**config.mk**
```make
export PLATFORM = sky130hd
export DESIGN_NAME = pal_cell
export DESIGN_NICKNAME = d
export VERILOG_FILES = /design/src/design/positional_array_list_top_defines.svh /design/src/design/pal_pkg.sv /design/src/design/pal_cell.sv
export SDC_FILE = /design/constraint.sdc
export NUM_CORES = 1
export LEC_CHECK = 0
export ABC_AREA = 0
export BUFFER_PORTS_ARGS = -buffer_cell sky130_fd_sc_hd__buf_2
export CORE_ASPECT_RATIO = 0.9
export CORE_MARGIN = 4
export CORE_UTILIZATION = 31
export DETAILED_ROUTE_END_ITERATION = 10
export PLACE_DENSITY = 0.65
export SETUP_SLACK_MARGIN = 0.5
export SLEW_MARGIN = 15
export SYNTH_ARGS = -nofsm -noshare
export SYNTH_HDL_FRONTEND = slang
export SYNTH_SLANG_ARGS = --single-unit
export TNS_END_PERCENT = 50
```
**constraint.sdc**
```tcl
create_clock -name clk -period 2.7 [get_ports clk]
set_input_delay 0.27 -clock clk [delete_from_list [all_inputs] [get_ports clk]]
set_output_delay 0.27 -clock clk [all_outputs]
set_load 0.03 [all_outputs]
```
**src/design/positional_array_list_top_defines.svh**
```systemverilog
// Assertion macros of the positional list design, used by its top level.
`ifndef POSITIONAL_ARRAY_LIST_TOP_DEFINES_SVH
`define POSITIONAL_ARRAY_LIST_TOP_DEFINES_SVH
`ifndef SYNTH
// Checked on every rising edge of clk, switched off while rst_n is low.
`define PAL_ASSERT(lbl, prop, msg) \
  lbl: assert property (@(posedge clk) disable iff (!rst_n) prop) else $error(msg);
// Checked on every rising edge of clk, reset included.
`define PAL_ASSERT_RST(lbl, prop, msg) \
  lbl: assert property (@(posedge clk) prop) else $error(msg);
`else
`define PAL_ASSERT(lbl, prop, msg)
`define PAL_ASSERT_RST(lbl, prop, msg)
`endif
`endif

```
**src/design/pal_pkg.sv**
```systemverilog
// Package with the field widths, operation and status codes and shared types of the list.
package pal_pkg;

  // Field widths of the beats and of the register port.
  localparam int MODE_W     = 3;
  localparam int POS_W      = 9;
  localparam int WORD_W     = 32;
  localparam int STAT_W     = 2;
  localparam int CNT_W      = 9;
  localparam int CAP_W      = 9;
  localparam int CFG_ADDR_W = 3;
  localparam int CFG_DATA_W = 32;

  // Fan-in of one node of the removed-word collection tree.
  localparam int RADIX_LOG = 4;
  localparam int RADIX     = 1 << RADIX_LOG;

  // Operation codes.
  localparam logic [MODE_W-1:0] MODE_INS_POS   = 3'd0;
  localparam logic [MODE_W-1:0] MODE_INS_START = 3'd1;
  localparam logic [MODE_W-1:0] MODE_INS_END   = 3'd2;
  localparam logic [MODE_W-1:0] MODE_REM_POS   = 3'd3;
  localparam logic [MODE_W-1:0] MODE_REM_START = 3'd4;
  localparam logic [MODE_W-1:0] MODE_REM_END   = 3'd5;

  // Status codes.
  localparam logic [STAT_W-1:0] STAT_OK     = 2'd0;
  localparam logic [STAT_W-1:0] STAT_FULL   = 2'd1;
  localparam logic [STAT_W-1:0] STAT_EMPTY  = 2'd2;
  localparam logic [STAT_W-1:0] STAT_BADPOS = 2'd3;

  // Register index, taken from paddr bit 2.
  localparam logic REG_CAPACITY = 1'b0;
  localparam logic [CAP_W-1:0] CAP_RESET = 9'd256;

  // Command broadcast to every cell of the row.
  typedef struct packed {
    logic accept;
    logic insert;
    logic remove;
  } pal_cmd_t;

endpackage

```
**src/design/pal_cell.sv**
```systemverilog
// One list cell: holds one entry and shifts towards its neighbours on insert and remove.
module pal_cell #(
  parameter int IDX_W       = 8,
  parameter int INDEX       = 0,
  parameter int ENTRY_WIDTH = 32
) (
  input  logic                   clk,
  input  pal_pkg::pal_cmd_t      cmd_i,
  input  logic [IDX_W-1:0]       idx_i,
  input  logic [ENTRY_WIDTH-1:0] word_i,
  input  logic [ENTRY_WIDTH-1:0] left_i,
  input  logic [ENTRY_WIDTH-1:0] right_i,
  output logic [ENTRY_WIDTH-1:0] value_o,
  output logic [ENTRY_WIDTH-1:0] pick_o
);
  import pal_pkg::*;

  localparam logic [IDX_W-1:0] MyIdx = IDX_W'(INDEX);

  logic [ENTRY_WIDTH-1:0] value_r, value_nxt;
  logic [ENTRY_WIDTH-1:0] pick_r, pick_nxt;
  logic                   at_idx, above_idx;

  assign at_idx    = (idx_i == MyIdx);
  assign above_idx = (MyIdx > idx_i);

  // Insert: cells above the slot take the left neighbour, the slot takes the new word.
  // Remove: the slot and all cells above it take the right neighbour.
  always_comb begin
    value_nxt = value_r;
    if (cmd_i.insert) begin
      if (at_idx) begin
        value_nxt = word_i;
      end else if (above_idx) begin
        value_nxt = left_i;
      end
    end else if (cmd_i.remove) begin
      if (at_idx || above_idx) begin
        value_nxt = right_i;
      end
    end
  end

  // The cell being removed offers its old word to the collection tree; all others offer zero.
  always_comb begin
    pick_nxt = pick_r;
    if (cmd_i.accept) begin
      pick_nxt = (cmd_i.remove && at_idx) ? value_r : '0;
    end
  end

  always_ff @(posedge clk) begin
    value_r <= value_nxt;
    pick_r  <= pick_nxt;
  end

  assign value_o = value_r;
  assign pick_o  = pick_r;

endmodule

```
==> results of run 1 <==
## path summary, 6_finish.rpt
check / from / to / slack, ns / depth (start not counted)
worst max register to register: value_o[3] / pick_o[3] / 1.82 / 1
worst min-delay path: right_i[9] / value_o[9] / 0.29 / 3
worst min register to register: value_o[16] / pick_o[16] / 0.58 / 1
worst max-delay path: idx_i[7] / value_o[18] / 1.01 / 5
## flip-flops by register name, indices dropped and copies added (netlist names)
| name | count |
|---|---|
| pick_o | 32 |
| value_o | 32 |
## power by group
| part | internal (uW) | switching (uW) |
|---|---|---|
| Clock | 331 | 352 |
| Combinational | 94.0 | 136 |
| Sequential | 1110 | 3.84 |
| Total | 1530 | 492 |
## cells in the mapped netlist, drive strengths merged
cell type / instances / area share, %
nor2: 33 / 4.7
o21ai: 32 / 5.4
nor4: 2 / 0.84
edfxtp: 64 / 64
nand3: 32 / 5.4
a31oi: 32 / 6.7
and3: 32 / 6.7
o21a: 1 / 0.25
buf: 15 / 3.6
clkbuf: 10 / 1.3
or4: 2 / 0.75
## per-stage QoR
stage	worst slack, ns	cell area [um^2]	power (uW)
after floorplan	0.6843	2985	1240
after global placement	0.6990	3910	1361
after detailed placement	0.6670	3910	1365
after CTS	1.025	4075	2049
after global routing	0.9485	4075	2126
final	1.010	4075	2027
## routing by layer
metal | up-vias | track usage (%) | wire (um)
met4 | 0 | 5.613 | 114
li1 | 1308 | - | -
met1 | 1248 | 20.27 | 3883
met3 | 8 | 4.022 | 710
met2 | 145 | 26.61 | 4336
met5 | - | 0 | 0
## kinds of logic after synthesis
group	count (synthesis)	share of synthesized area [%]
AO/OA/AOI/OAI	65	12.33
buffers and inverters	25	4.906
flip-flops	64	64.40
AND/OR/NAND/NOR	101	18.36
## area by class of cell
class,count,area (um^2)
clock buffers,11,131.4
clock inverters,5,33.78
fillers,919,5174
multi-input cells,166,934.6
flip-flops and latches,64,1922
well taps,122,152.6
repair buffers,177,900.9
## worst max-delay path, stage by stage
cell    delay (ns)
buf_2         0.12
or4_4         0.74
nor2_8        0.17
o21a_2        0.14
buf_4         0.25
==> run metrics, run 1 <==
post-route ant nets 0; Die ar. 11260 um^2; cell count after placement 529; Initial Util 32.26%; crit-path max FO 33; Distinct cells, synth 15; Leak 0.001830 uW; Min Hold Slack 0.2933 ns; # nets final 526; CTS Hold Bufs 0; clock buffer depth 2; commonest non-fill, non-tap cell in the layout buf_2; Avg WL per Cell 16.60 um; total grt overflow 0; RePlAce Congestion 0.8613; vias per std cell 4.971; Finished Core Util 44.06%; max cap viols 0; Clock Skew 0.008788 ns; Crit path required time 2.72 ns; Slew HR 53.09%; post-synthesis register bit count 64; CORE AREA 9249 um^2; drt pass-1 iters 4; via count 2709; CP Class primary input to flop; Yosys Warn Count 0; final setup vio count 0; Routed WL 9045 um; clk root buf clkbuf_8; average cell area after synthesis 11.70 um^2; clock slew at reported path FFs 0.07 ns; register area share after synthesis 64.40%; endpoints failing hold 0; FMAX 0.5916 GHz; Hold Path Class primary input to flop; setup TNS 0 ns; CTS tree yes; Die Span X 111.4 um; PortBufs 171; Ant. Diodes 0; Die Y 101.1 um; Top-Level Pins 172; Critical Path AT 1.71 ns; peak supply drop 0.2075 mV; # clock sinks 64; post-layout min period 1.690 ns; initial drt markers 179; largest net degree at the start of global routing 40; clk_lat worst skew 0.33 ns; Post-CTS Resized 0; Setup Buffers After CTS 0; FP Rows 33; initial antenna violation count 0; TritonCTS buffer count 9; # DRC 0; layout cells sized above 1 46.57%; area grow syn2layout 36.56%; Syn Nets 363; non-filler instance count after layout 545; Post-Syn Area 2984 um^2; total track usage 15.93%; RSZ-0062 raised after global routing no; CP startpoint kind primary input; number of global-route vias before repair 2695; Worst Tran Pin Value 0.7036 ns; first-pass GRT wire length 14000 um; fin. max-slew vios 0; Mapped Cells 255; commonest non-fill, non-tap cells in the layout buf_2, edfxtp_1; PD cells 497.3 nW/um^2; H-Tree Depth 3; status completed; Worst setup EP type flop; fin crit share 62.61%; DP HPWL 6827 um
(Power assumes the default switching activity.)
==> inputs of run 2 (changes only) <==
- clock period: 2.7 -> 1.6 ns (I/O delays scaled with it)
==> run 2 against run 1 <==
Against the previous run: clock skew about the same; worst hold slack got worse by 0.12 ns; register-to-register slack worse by 1.1 ns; cell count grew 7.2%; first-iteration DRC count increased by 17%; clock-buffer cell count down 2; highest routed layer unchanged; via count rose by 11%; design area rose by 16%; largest cell class unchanged.
==> run metrics, run 2 (synthesized netlist as in run 1, its figures left out) <==
status completed; FMAX 0.7127 GHz; Crit path required time 1.65 ns; placed inst area 4116 um^2; clk root buf clkbuf_8; Die Y 101.1 um; final setup vio count 0; total track usage 17.60%; drt pass-1 iters 4; post-layout min period 1.403 ns; cell area after layout 4718 um^2; initial drt markers 209; Die ar. 11260 um^2; crit-path max FO 9; worst setup path end value_o[1]; r2r setup slk 0.76 ns; clk_lat worst skew 0.33 ns; RSZ-0062 raised after global routing yes; # nets final 566; CP startpoint kind primary input; # clock sinks 64; CTS tree yes; DP HPWL 7467 um; clock buffer depth 2; # DRC 0; CORE AREA 9249 um^2; non-filler instance count after layout 584; Worst R2R Path Depth 1; Worst Tran Pin Value 0.4793 ns; RR Startpoint value_o[22]; Avg WL per Cell 18.15 um; PD cells 812.4 nW/um^2; Worst setup EP type flop; cell count after placement 549; RePlAce Congestion 0.9179; Clock Skew 0.008877 ns; clock slew at reported path FFs 0.07 ns; FP Rows 33; largest net degree at the start of global routing 33; vias per std cell 5.128; commonest non-fill, non-tap cells in the layout buf_2, edfxtp_1, nand3_1, nor2_1; Hold Path Class primary input to flop; total grt overflow 0; max incr delay on CP 0.62 ns; via count 2995; Die Span X 111.4 um; max cap viols 0; Slowest-stage cell, CP or4_4; TritonCTS buffer count 9; Leak 0.002132 uW; initial antenna violation count 0; Critical Path AT 1.45 ns; first-pass GRT wire length 15380 um; fin crit share 87.70%; post-route ant nets 0; H-Tree Depth 3; endpoints failing hold 0; setup TNS 0 ns; Initial Util 32.26%; Total Power 3833 uW; CP cell instances buf_8 -> or4_4 -> nor2_8 -> o21a_4 -> clkbuf_16; commonest non-fill, non-tap cell in the layout buf_2; CP Launch Point idx_i[0]; Ant. Diodes 0; layout cells sized above 1 54.55%; number of global-route vias before repair 2872; CTS Hold Bufs 0; Top-Level Pins 172; CP Class primary input to flop; reg2reg end pick_o[22]; peak supply drop 0.4127 mV; PortBufs 171; fin. max-slew vios 0; area grow syn2layout 58.11%; Slew HR 68.05%; Routed WL 10600 um
run 2: cell count changes in the layout (fill, tap and decap cells not counted), moves of 2 or more:
cell       before  now
buf_4           6   30
o21ai_2         0   11
o21ai_0        16    8
buf_12          0    7
buf_2         171  167
o21ai_1        16   12
buf_6           0    3
buf_8           0    3
clkbuf_16       0    3
buf_16          0    2
bufinv_16       0    2
clkbuf_1        2    0
run 2: power by group:
group	internal, uW	total, uW	switching (uW)	leakage [uW]
Combinational	226	492	265	0.00139
Sequential	1870	1880	6.64	0.000641
Clock	862	1460	602	0.000101
Total	2960	3830	874	0.00213
run 2: repair_timing:
action | 4_1_cts | 5_1_grt
gates cloned | 4 | 3
gates resized for setup | 11 | 29
endpoints found under the setup margin | 119 | 131
setup buffers | 5 | 8
endpoints found under the hold margin | 0 | 0
pin swaps | 5 | 9
run 2: per-layer routing:
metal	wire [um]	up-vias	track usage, %
met5	0	-	0
met4	132	0	6.361
met3	908	12	4.082
met2	5132	177	30.46
met1	4427	1412	21.67
li1	-	1394	-
run 2: worst min path at each step:
stage	startpoint	end	cells after the start
3_5_place_dp	right_i[18]	value_o[18]	3
5_1_grt	right_i[16]	value_o[16]	3
6_report	right_i[16]	value_o[16]	3
3_3_place_gp	right_i[13]	value_o[13]	3
4_1_cts	right_i[12]	value_o[12]	3
2_1_floorplan	cmd_i[2]	pick_o[0]	0
run 2: stage by stage:
| step | utilization, % | hold slack, ns | worst slack, ns |
|---|---|---|---|
| 2_1_floorplan | - | 0.2725 | -0.09299 |
| 3_3_place_gp | 44.51 | 0.5091 | -0.1019 |
| 3_5_place_dp | 44.51 | 0.5070 | -0.1587 |
| 4_1_cts | 48.36 | 0.1501 | 0.2644 |
| 5_1_grt | 51.01 | 0.1686 | 0.1996 |
| 6_report | 51.01 | 0.1779 | 0.1968 |
run 2: critical path, delay by kind of cell:
kind | cells | cell delay (ns)
AND/OR/NAND/NOR | 2 | 0.80
buffers and inverters | 2 | 0.27
AO/OA/AOI/OAI | 1 | 0.20
run 2: area by class of cell:
type,count,area [um^2]
fill,851,4531
sequential,64,1922
timing repair buffer,215,1410
multi-input combinational,168,1025
tap,122,152.6
clock buffer,9,123.9
clock inverter,6,85.08
==> inputs of run 3 (changes only) <==
- clock period: 1.6 -> 1.8 ns (I/O delays scaled with it)
==> run 3 against run 2 <==
Against the previous run: first-iteration DRC count is 2.4% higher; combinational power is 27% lower; clock skew is 0.0020 ns lower; largest power group unchanged; worst hold slack better by 0.011 ns; sequential power is 11% lower; non-clock buffer count is 30 lower.
==> run metrics, run 3 (synthesized netlist as in run 1, its figures left out) <==
layout cells sized above 1 47.80%; Slew HR 68.82%; initial antenna violation count 0; crit-path max FO 32; FMAX 0.7596 GHz; clk_lat worst skew 0.34 ns; Avg WL per Cell 16.54 um; CP Class primary input to flop; fin crit share 73.13%; FP Rows 33; H-Tree Depth 3; worst-case setup margin in the final layout 0.4836 ns; Slowest-stage cell, CP or4_4; DP HPWL 6965 um; CTS tree yes; PortBufs 171; Crit path required time 1.85 ns; register area 1922 um^2; Ant. Diodes 0; Multi-input gate area 940.9 um^2; number of global-route vias before repair 2728; CP Launch Point idx_i[7]; endpoints failing hold 0; post-layout min period 1.316 ns; CP cell instances buf_2 -> or4_4 -> buf_12 -> o21ai_1 -> a31oi_1; setup TNS 0 ns; Initial Util 32.26%; CP startpoint kind primary input; total grt overflow 0; # nets final 534; final setup vio count 0; Die Y 101.1 um; vias per std cell 4.966; total track usage 15.99%; clock buffer depth 2; Worst setup EP type flop; PD cells 797.8 nW/um^2; post-route ant nets 0; CTS Hold Bufs 0; commonest non-fill, non-tap cell in the layout buf_2; Routed WL 9144 um; peak supply drop 0.3034 mV; commonest non-fill, non-tap cells in the layout buf_2, edfxtp_1; max cap viols 0; area grow syn2layout 42.26%; # DRC 0; RR Startpoint value_o[31]; drt pass-1 iters 5; CORE AREA 9249 um^2; Top-Level Pins 172; Critical Path AT 1.36 ns; fill cell count 926; via count 2746; clk root buf clkbuf_8; first-pass GRT wire length 14000 um; clock slew at reported path FFs 0.07 ns; # clock sinks 64; RSZ-0062 raised after global routing yes; max incr delay on CP 0.59 ns; Leak 0.001909 uW; Finished Core Util 45.90%; TritonCTS buffer count 9; Die Span X 111.4 um; cell area after layout 4245 um^2; Hold Path Class primary input to flop; initial drt markers 214; Worst Tran Pin Value 0.4678 ns; fin. max-slew vios 0; Die ar. 11260 um^2; Min Hold Slack 0.1892 ns; RePlAce Congestion 0.8559; status completed; largest net degree at the start of global routing 33; placed inst area 4014 um^2; Hold Startpoint right_i[10]; pre-CTS setup slack 0.1144 ns; Clock Skew 0.006868 ns
==> run 3: cell type report <==
class	instances	area share, %
Multi-Input combinational cell	166	22.16
Clock inverter	7	2.269
Clock buffer	9	2.918
Sequential cell	64	45.27
Tap cell	122	3.596
Timing Repair Buffer	185	23.78
==> run 3: stage by stage <==
stage,instances,total power [uW]
floorplan,255,1861
global placement,537,2054
detailed placement,537,2060
CTS,553,3432
global route,553,3535
finish,553,3387
==> run 3: worst max-delay path, delay by kind of cell <==
family / cells / cell delay (ns)
AO/OA/AOI/OAI: 2 / 0.28
AND/OR/NAND/NOR: 1 / 0.59
buffers and inverters: 2 / 0.32
==> run 3: report_power, final <==
part	leakage (uW)	internal [uW]	switching, uW
Sequential	0.000641	1660	5.73
Clock	0.000103	779	581
Combinational	0.00116	154	206
Total	0.00191	2600	792
==> run 3: layer usage <==
metal | vias up | routed length, um | global-route usage (%)
met5 | - | 0 | 0
met4 | 0 | 219 | 8.419
met3 | 19 | 884 | 3.421
met2 | 162 | 4154 | 25.64
met1 | 1243 | 3885 | 20.45
li1 | 1322 | - | -
==> run 3: path summary, 6_finish.rpt <==
| kind | to | slack [ns] | depth (start not counted) |
|---|---|---|---|
| setup / recovery | value_o[8] | 0.48 | 5 |
| hold / removal | value_o[10] | 0.19 | 3 |
| setup reg to reg | pick_o[31] | 0.94 | 1 |
| hold reg to reg | pick_o[5] | 0.59 | 1 |
==> run 3: repair_timing <==
action / CTS / global route
endpoints found under the hold margin: 0 / 0
endpoints found under the setup margin: 5 / 61
gates resized for setup: 1 / 5
setup buffers: 0 / 0
